File: src/hdl/string_literal_escaper_unit_macros.svh
// assertion macros for the string literal escaper
`ifndef STRING_LITERAL_ESCAPER_UNIT_MACROS_SVH
`define STRING_LITERAL_ESCAPER_UNIT_MACROS_SVH

`ifndef ASSERT_OFF
// condition holds in the same cycle as the trigger
`define SLE_ASSERT_SAME(label, clk, rstn, trig, cond) \
    label: assert property (@(posedge clk) disable iff (!rstn) (trig) |-> (cond)) \
        else $error("assertion failed");
// condition holds in the cycle after the trigger
`define SLE_ASSERT_NEXT(label, clk, rstn, trig, cond) \
    label: assert property (@(posedge clk) disable iff (!rstn) (trig) |=> (cond)) \
        else $error("assertion failed");
`else
`define SLE_ASSERT_SAME(label, clk, rstn, trig, cond)
`define SLE_ASSERT_NEXT(label, clk, rstn, trig, cond)
`endif

`endif

File: src/hdl/sle_pkg.sv
`timescale 1ns / 1ps
package sle_pkg;

    // byte store size and derived widths
    localparam int MAX_BYTES = 4096;
    localparam int ADDR_W    = (MAX_BYTES > 1) ? $clog2(MAX_BYTES) : 1;
    localparam int CNT_W     = $clog2(MAX_BYTES + 1);

    // descriptor queue between front and back
    localparam int QUEUE_DEPTH = 2;
    localparam int QPTR_W      = (QUEUE_DEPTH > 1) ? $clog2(QUEUE_DEPTH) : 1;
    localparam int QCNT_W      = $clog2(QUEUE_DEPTH + 1);

    // beat kind carried on the input tuser
    typedef enum logic [0:0] {
        CMD_APPEND = 1'b0,
        CMD_EMIT   = 1'b1
    } sle_cmd_t;

    // one emit run: prefix, opening quotes, escaped body, closing quotes
    typedef struct packed {
        logic            pre_en;
        logic [7:0]      pre;
        logic [1:0]      open_n;
        logic [7:0]      quote;
        logic [2:0]      body_n;
        logic [3:0][7:0] body;
        logic [1:0]      close_n;
    } sle_desc_t;

endpackage

File: src/hdl/sle_queue.sv
`timescale 1ns / 1ps
module sle_queue (
    input  logic               aclk,
    input  logic               aresetn,
    input  logic               push_valid,
    output logic               push_ready,
    input  sle_pkg::sle_desc_t push_data,
    output logic               pop_valid,
    input  logic               pop_ready,
    output sle_pkg::sle_desc_t pop_data
);
    import sle_pkg::*;

    sle_desc_t         slot_reg [QUEUE_DEPTH];
    logic [QPTR_W-1:0] wr_ptr_reg, wr_ptr_next;
    logic [QPTR_W-1:0] rd_ptr_reg, rd_ptr_next;
    logic [QCNT_W-1:0] fill_reg, fill_next;
    logic              do_push, do_pop;

    assign push_ready = (fill_reg != QCNT_W'(QUEUE_DEPTH));
    assign pop_valid  = (fill_reg != '0);
    assign pop_data   = slot_reg[rd_ptr_reg];
    assign do_push    = push_valid && push_ready;
    assign do_pop     = pop_valid && pop_ready;

    // pointer and fill bookkeeping
    always_comb begin
        wr_ptr_next = wr_ptr_reg;
        rd_ptr_next = rd_ptr_reg;
        fill_next   = fill_reg;
        if (do_push) begin
            wr_ptr_next = (wr_ptr_reg == QPTR_W'(QUEUE_DEPTH - 1)) ? '0
                          : wr_ptr_reg + QPTR_W'(1);
        end
        if (do_pop) begin
            rd_ptr_next = (rd_ptr_reg == QPTR_W'(QUEUE_DEPTH - 1)) ? '0
                          : rd_ptr_reg + QPTR_W'(1);
        end
        if (do_push && !do_pop) begin
            fill_next = fill_reg + QCNT_W'(1);
        end else if (do_pop && !do_push) begin
            fill_next = fill_reg - QCNT_W'(1);
        end
    end

    always_ff @(posedge aclk) begin
        if (!aresetn) begin
            wr_ptr_reg <= '0;
            rd_ptr_reg <= '0;
            fill_reg   <= '0;
        end else begin
            wr_ptr_reg <= wr_ptr_next;
            rd_ptr_reg <= rd_ptr_next;
            fill_reg   <= fill_next;
        end
    end

    // slot storage
    always_ff @(posedge aclk) begin
        if (do_push) begin
            slot_reg[wr_ptr_reg] <= push_data;
        end
    end

endmodule

File: config.mk
export PLATFORM = sky130hd
export DESIGN_NAME = sle_queue
export DESIGN_NICKNAME = d
export VERILOG_FILES = /design/src/hdl/string_literal_escaper_unit_macros.svh /design/src/hdl/sle_pkg.sv /design/src/hdl/sle_queue.sv
export SDC_FILE = /design/constraint.sdc
export NUM_CORES = 1
export LEC_CHECK = 0
export ABC_AREA = 1
export CAP_MARGIN = 5
export CORE_UTILIZATION = 32
export DETAILED_ROUTE_END_ITERATION = 10
export DONT_BUFFER_PORTS = 1
export GPL_TIMING_DRIVEN = 1
export SETUP_SLACK_MARGIN = 0.02
export SLEW_MARGIN = 5
export SYNTH_ARGS = -nofsm -noshare
export SYNTH_HDL_FRONTEND = slang
export SYNTH_SLANG_ARGS = --single-unit
File: constraint.sdc
create_clock -name aclk -period 5.45 [get_ports aclk]
set_clock_uncertainty 0.2 [all_clocks]
set_input_delay 1.635 -clock aclk [delete_from_list [all_inputs] [get_ports aclk]]
set_output_delay 1.635 -clock aclk [all_outputs]
set_load 0.02 [all_outputs]
Yosys cells after proc, flatten, opt, wreduce, memory -nomap -nowiden
Memory sizes are Yosys's and may differ from the RTL's. A register that Yosys moved wholly into a read port is not among the register bits.
Cells that the tools add are included.
- add/sub/neg operators: 4
- eq/ne operators: 1
- reduce and logical (&&, ||, !) cells: 8
- muxes and demuxes: 8
- operator list (kind ; count):
    2-to-1 mux 1 bit ; 6
    logical AND 1 bit ; 4
    2-to-1 mux 2 bit ; 2
    nonzero test 2 bit ; 2
    adder 1 bit, second input constant ; 2
    adder 2 x 1 -> 2 bit, second input constant ; 1
    logical NOT 1 bit ; 2
    inequality test 2 bit, second input constant ; 1
    subtractor 2 x 1 -> 2 bit, second input constant ; 1
- logic and storage cells: 25
- memories kept: 1
- output and inout port bits: 58
- RAM bits: 112
- register bits: 4
- input bits: 60
- memories (memory ; words ; bits a word ; read ports ; clocked after memory_dff ; wr ports ; line ; source):
    slot_reg ; 2 ; 56 ; 1 ; 1 ; 1 ; sle_queue.sv:14 ; sle_desc_t slot_reg [QUEUE_DEPTH];

Logic depth before layout (Yosys ltp)
- word-level depth: 6
- mapped depth: 11
- mapped depth without buffers: 11

Worst setup path after synthesis
No wires, ideal clock.
- path type: in2reg
- start: in push_valid
- end: mem slot_reg[0][0] (netlist bit), enable pin
- path slack: 701 ps
- library setup time: 470 ps
- data required time: 4780 ps
- path buffers: 0
- stages on the path: 2
- arrival time: 4079 ps
- cells stage by stage: nand2_1 -> nor2_1
- cells in the longest elaborated chain, start to end: 3
- ends and longest elaborated chain (item ; line ; source):
    from (decl) ; sle_queue.sv:5 ; input logic push_valid,
    logical AND 1 bit ; sle_queue.sv:23 ; assign do_push = push_valid && push_ready;
    2-to-1 mux 1 bit ; sle_queue.sv:60 ; if (do_push) begin
    2-to-1 mux 1 bit (implied by the code) ; sle_queue.sv:61 ; slot_reg[wr_ptr_reg] <= push_data;
    to (decl) ; sle_queue.sv:14 ;
No other way between the ends.

==> qor.csv <==
metric,value,unit
status,"finished, final reports clean",
CTS tree,yes,
gpl congestion,0.671,
initial antenna violation count,0,
CP Data Required Time,3.62,ns
max_cap viols,0,
Chip Width,120,um
max frequency,266,MHz
clock insertion delay at the later pin of the skew report,0.41,ns
CP Depth,1,
Critical Path Sink Type,output pin,
largest net degree at the start of global routing,57,
max reg flops,112,
setup TNS,0,ns
"Slew Viols, Final",0,
DRC,0,
global route hottest layer,met2,
CP peak stage delay,0.96,ns
min-delay worst type,reg2reg,
R2R setup slack,2.93,ns
CTS H-Tree Depth,4,
Yosys warning total,0,
PostCTS Resize Cnt,0,
Post-Layout Inst Area,0.00517,sq mm
maximum fanout along the worst path,56,
Leak,1.80,nW
via count,1829,
first drt pass iteration count,4,
Power Dens Cells,526,mW/mm^2
Crit path max-delay family,flip-flops,
Ant. Diodes,0,
Slew @ Worst Pin,0.986,ns
Die H,120,um
DR iter-0 viols,82,
CP cell instances,mux2_2,
RR Endpoint,slot_reg[0][11],
total CTS buffers,17,
GRT Total Usage,0.110,
"FF+latch count, synth",117,
post-CTS setup buffers,0,
vias in the first global route,1978,
IR Drop Worst-Case VDD,0.000244,V
M1 GR Usage,0.113,
total global routing overflow,0,
Critical-path top delay cell,dfxtp_4,
Core Region,0.0134,sq mm
final hold vios,0,
starting density of the core,0.332,
io pins,118,
Via density,4.40,
fill count,1217,
CP Data Arrival Time,1.92,ns
Setup crit start kind,register,
sequential cell area fraction in the yosys report,0.779,
maximum clock path buffer count,2,
post-synth cell types,15,
nets@finish,289,
period utilization,0.690,
crit path kind,reg2out,
R2R depth,5,
crit path time final,3.76,ns
total power,2.72,mW
num rows,42,
Syn Area/Cell,21.1,sq um
Worst Hold Depth,2,
Placed Instances,385,
Layout Cells excl Fill,416,
Mapped Area,0.00445,sq mm
Routed Antenna Nets,0,
most area-consuming cells after synthesis,"edfxtp_1, mux2_4, mux2_2, dfxtp_1, buf_6",
"area leader, netlist",edfxtp_1,
final WL,7330,um
Worst R2R Start,fill_reg[0],
max_slew headroom,0.343,
Clock Pin Slew Worst Setup and Hold Paths,0.05,ns
GR Util met3,0.0756,
Yosys top cell area share,0.757,
synth-to-layout area growth,16.3,%
hold-fix buffer count after cts,0,
setup violators final,0,
met2 Usage GRT,0.168,
Buffers & Inverters on Critical Path,0,
Port Buffers,0,
Synth Net Count,272,
RSZ-0062 raised after global routing,no,
Placed Area,0.00465,sq mm
Cells after Synth,211,
clock sinks,117,
first-pass GRT wire length,11000,um
share of cells above drive strength 1,0.388,
CP Capture Point,pop_data[53],
CTS Root Cell,clkbuf_16,
Die ar.,0.0144,sq mm
WL/cell,17.6,um
layout by cell type (no fill, tap or decap), drive strengths merged:
cell / n
dfxtp: 5
o21a: 1
clkinvlp: 3
nor2: 8
nand2: 9
o21ai: 2
buf: 4
a21oi: 1
clkbuf: 18
mux2: 56
edfxtp: 112
ha: 1
clkinv: 9
inv: 9
nand3: 1
nand4: 1
metrics by stage:
| stage | setup WS (ns) | hold WS [ns] | util |
|---|---|---|---|
| floorplan | 0.701 | 0.267 | - |
| global placement | 1.97 | 0.280 | 0.347 |
| detailed placement | 1.94 | 0.293 | 0.347 |
| CTS | 1.64 | 0.316 | 0.386 |
| global route | 1.57 | 0.339 | 0.386 |
| finish | 1.69 | 0.310 | 0.386 |
worst reg2reg max path: cells and delay by family, from the launching register on:
family	cells	cell delay [ns]
DFF	1	0.35
and+or+nand+nor	3	1.16
buffers and inverters	2	0.48
area by class of cell:
| class | instances | area, sq um | share of cell area |
|---|---|---|---|
| Sequential cell | 117 | 3470 | 0.671 |
| Clock inverter | 13 | 87.6 | 0.0169 |
| Tap cell | 176 | 220 | 0.0426 |
| Timing Repair Buffer | 4 | 30.0 | 0.00581 |
| Clock buffer | 18 | 429 | 0.0830 |
| Multi-Input combinational cell | 80 | 906 | 0.175 |
| Inverter | 8 | 30.0 | 0.00581 |
cell usage after synthesis:
cell      number
a21oi_1        1
buf_2          1
buf_6          5
dfxtp_1        5
edfxtp_1     112
ha_1           1
inv_1          8
mux2_2        16
mux2_4        40
nand2_1        9
nand3_1        1
nand4_1        1
nor2_1         8
o21a_1         1
o21ai_0        2
worst min-delay path by stage:
stage                from    endpoint  slack (ns)
2_1_floorplan  rd_ptr_reg    register        0.27
3_3_place_gp   rd_ptr_reg    register        0.28
3_5_place_dp   rd_ptr_reg    register        0.29
4_1_cts        rd_ptr_reg  rd_ptr_reg        0.32
5_1_grt        rd_ptr_reg  rd_ptr_reg        0.34
6_report       rd_ptr_reg  rd_ptr_reg        0.31
cells by family after synthesis:
group / count (synthesis) / share of synthesized area
AND/OR/NAND/NOR: 19 / 0.0169
buffers and inverters: 14 / 0.0205
flip-flops: 117 / 0.779
AO/OA/AOI/OAI: 4 / 0.00507
multiplexers: 56 / 0.176
adder cells (fa/ha/maj): 1 / 0.00281
power by group:
| group | leakage (nW) | switching, mW | internal (mW) |
|---|---|---|---|
| combinational | 0.457 | 0.321 | 0.213 |
| sequential | 1.09 | 0.0908 | 1.14 |
| clock | 0.251 | 0.381 | 0.573 |
| total | 1.80 | 0.793 | 1.93 |
layer usage:
metal | up-vias | routed length, um
met3 | 11 | 848
li1 | 844 | -
met1 | 896 | 2770
met4 | 0 | 116
met5 | - | 0
met2 | 78 | 3600
Power figures use the tool's default switching activity.
