`src/hdl/string_literal_escaper_unit_macros.svh`:
```
// assertion macros for the string literal escaper
`ifndef STRING_LITERAL_ESCAPER_UNIT_MACROS_SVH
`define STRING_LITERAL_ESCAPER_UNIT_MACROS_SVH

`ifndef ASSERT_OFF
// condition holds in the same cycle as the trigger
`define SLE_ASSERT_SAME(label, clk, rstn, trig, cond) \
    label: assert property (@(posedge clk) disable iff (!rstn) (trig) |-> (cond)) \
        else $error("assertion failed");
// condition holds in the cycle after the trigger
`define SLE_ASSERT_NEXT(label, clk, rstn, trig, cond) \
    label: assert property (@(posedge clk) disable iff (!rstn) (trig) |=> (cond)) \
        else $error("assertion failed");
`else
`define SLE_ASSERT_SAME(label, clk, rstn, trig, cond)
`define SLE_ASSERT_NEXT(label, clk, rstn, trig, cond)
`endif

`endif

```
`src/hdl/sle_pkg.sv`:
```
`timescale 1ns / 1ps
package sle_pkg;

    // byte store size and derived widths
    localparam int MAX_BYTES = 4096;
    localparam int ADDR_W    = (MAX_BYTES > 1) ? $clog2(MAX_BYTES) : 1;
    localparam int CNT_W     = $clog2(MAX_BYTES + 1);

    // descriptor queue between front and back
    localparam int QUEUE_DEPTH = 2;
    localparam int QPTR_W      = (QUEUE_DEPTH > 1) ? $clog2(QUEUE_DEPTH) : 1;
    localparam int QCNT_W      = $clog2(QUEUE_DEPTH + 1);

    // beat kind carried on the input tuser
    typedef enum logic [0:0] {
        CMD_APPEND = 1'b0,
        CMD_EMIT   = 1'b1
    } sle_cmd_t;

    // one emit run: prefix, opening quotes, escaped body, closing quotes
    typedef struct packed {
        logic            pre_en;
        logic [7:0]      pre;
        logic [1:0]      open_n;
        logic [7:0]      quote;
        logic [2:0]      body_n;
        logic [3:0][7:0] body;
        logic [1:0]      close_n;
    } sle_desc_t;

endpackage

```
`src/hdl/sle_back.sv`:
```
`timescale 1ns / 1ps
module sle_back (
    input  logic               aclk,
    input  logic               aresetn,
    input  logic               pop_valid,
    output logic               pop_ready,
    input  sle_pkg::sle_desc_t pop_data,
    output logic               m_valid,
    input  logic               m_ready,
    output logic [7:0]         m_char,
    output logic               m_last,
    output logic               m_done
);
    import sle_pkg::*;

    typedef enum logic [1:0] {
        BS_IDLE = 2'b01,
        BS_RUN  = 2'b10
    } bs_state_t;

    bs_state_t  state_reg, state_next;
    sle_desc_t  desc_reg;
    logic [3:0] pos_reg, pos_next;
    logic       m_valid_reg, m_valid_next;
    logic [7:0] m_char_reg, m_char_next;
    logic       m_last_reg, m_last_next;
    logic       m_done_reg, m_done_next;

    logic       out_free;
    logic [3:0] pre_n, open_end, body_end, total, body_off;
    logic [7:0] cur_char;
    logic       cur_last;

    assign out_free  = !m_valid_reg || m_ready;
    assign pop_ready = (state_reg == BS_IDLE);
    assign m_valid   = m_valid_reg;
    assign m_char    = m_char_reg;
    assign m_last    = m_last_reg;
    assign m_done    = m_done_reg;

    // character at the current run position
    always_comb begin
        pre_n    = {3'b0, desc_reg.pre_en};
        open_end = pre_n + {2'b0, desc_reg.open_n};
        body_end = open_end + {1'b0, desc_reg.body_n};
        total    = body_end + {2'b0, desc_reg.close_n};
        body_off = pos_reg - open_end;
        if (pos_reg < pre_n) begin
            cur_char = desc_reg.pre;
        end else if (pos_reg < open_end) begin
            cur_char = desc_reg.quote;
        end else if (pos_reg < body_end) begin
            cur_char = desc_reg.body[body_off[1:0]];
        end else begin
            cur_char = desc_reg.quote;
        end
        cur_last = (pos_reg == (total - 4'd1));
    end

    // run sequencer and output register
    always_comb begin
        state_next   = state_reg;
        pos_next     = pos_reg;
        m_valid_next = m_valid_reg && !m_ready;
        m_char_next  = m_char_reg;
        m_last_next  = m_last_reg;
        m_done_next  = m_done_reg;
        unique case (state_reg)
            BS_IDLE: begin
                if (pop_valid) begin
                    state_next = BS_RUN;
                    pos_next   = '0;
                end
            end
            BS_RUN: begin
                if (out_free) begin
                    m_valid_next = 1'b1;
                    m_char_next  = cur_char;
                    m_last_next  = cur_last;
                    m_done_next  = cur_last && (desc_reg.close_n != 2'd0);
                    if (cur_last) begin
                        state_next = BS_IDLE;
                    end else begin
                        pos_next = pos_reg + 4'd1;
                    end
                end
            end
            default: state_next = BS_IDLE;
        endcase
    end

    always_ff @(posedge aclk) begin
        if (!aresetn) begin
            state_reg   <= BS_IDLE;
            pos_reg     <= '0;
            m_valid_reg <= 1'b0;
        end else begin
            state_reg   <= state_next;
            pos_reg     <= pos_next;
            m_valid_reg <= m_valid_next;
        end
    end

    // payload registers
    always_ff @(posedge aclk) begin
        m_char_reg <= m_char_next;
        m_last_reg <= m_last_next;
        m_done_reg <= m_done_next;
        if (pop_valid && pop_ready) begin
            desc_reg <= pop_data;
        end
    end

endmodule

```
`config.mk`:
```
export PLATFORM = sky130hd
export DESIGN_NAME = sle_back
export DESIGN_NICKNAME = d
export VERILOG_FILES = /design/src/hdl/string_literal_escaper_unit_macros.svh /design/src/hdl/sle_pkg.sv /design/src/hdl/sle_back.sv
export SDC_FILE = /design/constraint.sdc
export NUM_CORES = 1
export LEC_CHECK = 0
export BUFFER_PORTS_ARGS = -buffer_cell sky130_fd_sc_hd__buf_4
export CORE_AREA = 3 3 106 108
export DETAILED_ROUTE_END_ITERATION = 16
export DIE_AREA = 0 0 109 111
export PLACE_DENSITY = 0.51
export SYNTH_ARGS = -nofsm -noshare
export SYNTH_HDL_FRONTEND = slang
export SYNTH_SLANG_ARGS = --single-unit
```
`constraint.sdc`:
```
create_clock -name aclk -period 4.95 [get_ports aclk]
set_input_delay 0.7425 -clock aclk [delete_from_list [all_inputs] [get_ports aclk]]
set_output_delay 0.7425 -clock aclk [all_outputs]
set_load 0.01 [all_outputs]
```
Word level (Yosys, flattened, before mapping). Index checks and enable logic that the tools add are counted. W data, S select, Z words.

Add/subtract/negate cells: 6. $lt $le $gt $ge: 4. Equality and inequality tests: 7. Mux-type cells: 15. Reductions and logical operators: 11.

Operators by type and width (number): $mux W8 (4); $bmux W8 S2 (1); $mux W4 (3); $ne A2 B2 Y1 const B (4); $pmux W4 S2 (1); $mux W2 (3); $add A3 B3 Y4 (1); $add A4 B1 Y4 const B (1); $add A4 B2 Y4 (1); $eq A4 B4 Y1 (1); $lt A4 B1 Y1 (1); $lt A4 B3 Y1 (1); $lt A4 B4 Y1 (1); $pmux W2 S2 (1); $reduce_and A4 Y1 (1); $reduce_bool A2 Y1 (2); $sub A4 B1 Y4 const B (1); $add A1 B2 Y3 (1); $logic_and A1 B1 Y1 (3); $lt A2 B3 Y1 const B (1); $reduce_and A3 Y1 (1); $eq A2 B1 Y1 const B (1); $eq A2 B2 Y1 const B (1); $logic_not A1 Y1 (2); other kinds (4) (5).

Register bits after elaboration: 73. Bits of input ports: 60.

Longest topological paths before layout.
Depth in word-level cells: 8. Mapped depth: 14. Gate-level depth less buffers: 14.

Worst setup path before layout. No wires, ideal clock.

Kind: register to register. Start point: register desc_reg[55] (netlist bit). End point: register pos_reg[1]. Setup time: 0.083 ns. Arrival time: 3.361 ns. Slack: 1.507 ns. Cell stages (with the launch flop): 15. Buffers on the path: 0. Period minus slack after synthesis: 3.443 ns. Cells stage by stage: edfxtp_1 -> ha_1 -> ha_1 -> inv_1 -> fa_1 -> ha_1 -> inv_1 -> ha_1 -> inv_1 -> fa_1 -> xnor2_1 -> xnor2_1 -> xnor2_1 -> or4_1 -> o221ai_1.

Cells in the longest elaborated chain, start to end: 7.

RTL lines: start: declaration (line sle_back.sv:22) `sle_desc_t desc_reg;`; start signal: assignment (line sle_back.sv:110) `desc_reg <= pop_data;`; $add A1 B2 Y3 (line sle_back.sv:44) `open_end = pre_n + {2'b0, desc_reg.open_n};`; $add A3 B3 Y4 (line sle_back.sv:45) `body_end = open_end + {1'b0, desc_reg.body_n};`; $add A4 B2 Y4 (line sle_back.sv:46) `total = body_end + {2'b0, desc_reg.close_n};`; $sub A4 B1 Y4 (line sle_back.sv:57) `cur_last = (pos_reg == (total - 4'd1));`; $eq A4 B4 Y1 (line sle_back.sv:57); $ne A2 B2 Y1 (no source line); $reduce_and A4 Y1 (no source line); end signal: assignment (line sle_back.sv:99) `pos_reg <= pos_next;`; end: declaration (line sle_back.sv:23) `logic [3:0] pos_reg, pos_next;`.

No other way between the ends. A chain may end at the register's enable or synchronous reset.

Final worst setup path. Same ends and word-level chain as after synthesis.

==> impl_results.md <==
* Status: finished clean
* Crit-path max FO at 6
* Reg2reg setup slack at 1.31 ns
* Min Tclk post-route at ~3.6 ns
* Max Clock Freq at around 280 MHz
* Critical Path End Type: flip-flop
* Final setup fails at 0
* CTS tree: yes
* LEAKAGE at roughly 1.6 nW
* Global-route wire length before repair at ~9500 um
* Die area at 0.01210 mm2
* Post-synthesis register bit count at 73
* Chip width at 109 um
* Number of global-route vias before repair at 1900
* Hold Path Depth at 2
* Height of the die at approximately 110 um
* FF-to-FF path depth at 14
* Power Dens Cells at roughly 420 mW/mm2
* Final HPWL from detailed placement at 4146 um
* Clock tree buffer depth at 2
* Avg Vias per Cell at 4.286
* Worst slew margin at 51.13%
* Tot Pwr at 0.001699 W
* FP Rows at 37
* Hold Path Class: flip-flop to flip-flop
* Worst Hold End: m_char[3]
* Worst EP arrival at ~4 ns
* RSZ-0062 raised after global routing: no
* 1st-iter DRT viols at 64
* Worst-skew pair later-pin latency at between 0.3 and 0.4 ns
* Largest net degree at the start of global routing at 57
* Mean Syn Cell Area at 16.06 um2
* Ratio of final minimum period to clock period at 73.45%
* CTS Buf Count at 9
* Max-slew violation count at 0
* Clk root buf: clkbuf_8
* Net count, final at 349
* Register area share after synthesis at roughly 70%
* Antenna-violating nets left at 0
* Placed instance area at 0.003810 mm2
* Library cells used by synthesis at 35
* Worst r2r src: desc_reg[55]
* Synth warnings at 0
* Clock Sinks at between 70 and 80
* Share of layout cells above drive strength 1 at 36.46%
* Gr ovfl total at 0
* Port-buffer cells at 71
* R2r endpoint: pos_reg[1]
* VDD IR-drop max at 0.0002098 V
* IO Pins at 72
* Final non-filler cell area at between 0.004 and 0.005 mm2
* Worst setup path category: flip-flop to flip-flop
* WL final at just under 6000 um
* Total track usage at 10.52%
* Starting Density at 30.18%
* Initial antenna violation count at 0
* DR DRC count at 0
* Skew final at 0.007909 ns
* Antenna Cells at 0
* Slew @ Worst Pin at between 0.7 and 0.8 ns
* Post-Syn Area at 0.003115 mm2
* First-pass iteration count of the detailed router at 3
* Wire per inst at 14.10 um
* Final setup TNS at 0 ns
* H-tree levels at 3
* Fin. Hold Viols at 0
* Cells after synthesis at 194
* CP Data Required Time at 5.21 ns
* Hold_buf cts at 0
* GPL Wtd Cong at a little over 0.7
* Setup bufs post-CTS at 0
* Post-synth net total at 271
* Clk slew on worst S/H paths at approximately 0.080 ns
* HP Start: desc_reg[50]
* WHS at 0.5180 ns
* Core Area at 0.01032 mm2
* Cts repair resizes at 0
* Max FFs per register at 56
* Maxcap violations at 0
* Syn-to-layout area delta at 29.32%
* Critical Path Source Type: flip-flop
* Via count at between 1.5k and 2k
[cell usage after synthesis (all sizes together)]
| cell type | n | share of area, % |
|---|---|---|
| fa | 4 | 2.6 |
| a31o | 1 | 0.28 |
| o21bai | 1 | 0.24 |
| nand4 | 1 | 0.20 |
| clkbuf | 1 | 0.12 |
| a31oi | 1 | 0.20 |
| edfxtp | 66 | 64 |
| mux2i | 11 | 3.5 |
| or4 | 1 | 0.24 |
| xor2 | 3 | 0.84 |
| nor2 | 3 | 0.36 |
| nor2b | 2 | 0.40 |
| mux4 | 8 | 5.8 |
| buf | 5 | 0.64 |
| a21oi | 2 | 0.32 |
| dfxtp | 7 | 4.5 |
| a21o | 1 | 0.24 |
| o221ai | 1 | 0.28 |
| ha | 13 | 5.2 |
| nand2 | 17 | 2.0 |
| and4 | 1 | 0.28 |
| a21boi | 1 | 0.24 |
| xnor2 | 5 | 1.6 |
| o211ai | 1 | 0.24 |
| nand3 | 2 | 0.32 |
| nand2b | 6 | 1.2 |
| o21ai | 11 | 1.9 |
| and2 | 1 | 0.20 |
| a221oi | 1 | 0.28 |
| a211oi | 1 | 0.24 |
| inv | 15 | 1.8 |
[layer usage]
layer | global-route usage, % | routed length, um | up-vias
li1 | - | - | 874
met2 | 17.08 | 3024 | 46
met5 | 0 | 0 | -
met4 | 4.461 | 87 | 0
met1 | 12.78 | 2390 | 843
met3 | 3.262 | 321 | 7
[layout make-up]
class | instances | area, um2
fillers | 958 | 6295
flip-flops and latches | 73 | 2122
multi-input cells | 100 | 913.4
repair buffers | 73 | 548.0
well taps | 136 | 170.2
clock buffers | 10 | 127.6
clock inverters | 6 | 91.34
inverters | 15 | 56.30
[where the power goes]
group | internal [W] | switching [W]
Sequential | 0.000760 | 0.0000167
Clock | 0.000286 | 0.000227
Combinational | 0.000192 | 0.000218
[how the worst max path moves through the flow]
| stage | slack (ns) | endpoint | depth (start not counted) | from |
|---|---|---|---|---|
| CTS | 1.29 | pos_reg[1] | 14 | desc_reg[55] |
| global placement | 1.38 | pos_reg[1] | 14 | desc_reg[55] |
| floorplan | 1.51 | pos_reg[1] | 14 | desc_reg[55] |
| detailed placement | 1.31 | state_reg[0] | 14 | desc_reg[55] |
| global route | 1.01 | state_reg[0] | 14 | desc_reg[55] |
| finish | 1.31 | pos_reg[1] | 14 | desc_reg[55] |
[placed cells by master, fill, tap and decap left out, types with 2 or more instances in the layout]
cell type / synthesis / final
nand2_1: 17 / 17
fa_1: 4 / 4
bufinv_16: 0 / 2
xnor2_1: 4 / 4
nand2b_1: 6 / 6
mux2i_1: 11 / 11
clkbuf_8: 0 / 9
buf_4: 0 / 73
nand3_1: 2 / 2
clkinvlp_4: 0 / 3
a21oi_1: 2 / 2
xor2_1: 3 / 3
inv_2: 1 / 2
dfxtp_1: 7 / 7
inv_1: 14 / 13
ha_1: 13 / 13
nor2b_1: 2 / 2
o21ai_0: 10 / 10
edfxtp_1: 66 / 66
nor2_1: 3 / 3
mux4_2: 8 / 8
[worst max-delay path, stage by stage (launching register included)]
cell,delay [ns]
edfxtp_1,0.40
ha_1,0.20
ha_1,0.38
inv_1,0.08
fa_1,0.55
ha_1,0.24
inv_1,0.06
ha_1,0.14
inv_1,0.05
fa_1,0.37
xnor2_1,0.17
xnor2_1,0.15
xnor2_1,0.17
or4_1,0.53
o221ai_1,0.07
[metrics by stage]
stage               util, %  setup WS, ns  cells
floorplan                 -         1.507    194
global placement      36.90         1.379    397
detailed placement    36.90         1.309    397
CTS                   39.03         1.295    413
global route          39.03         1.007    413
finish                39.03         1.314    413
[logic make-up after synthesis]
family,after synthesis,synth area share (%)
muxes,19,9.317
AOI/OAI and AO/OA,22,4.459
DFF,73,68.11
xor gates and xnor gates,8,2.490
and+or+nand+nor,34,5.261
adders and majority gates,17,7.791
buffers and inverters,21,2.570
Power figures use the tool's default switching activity.
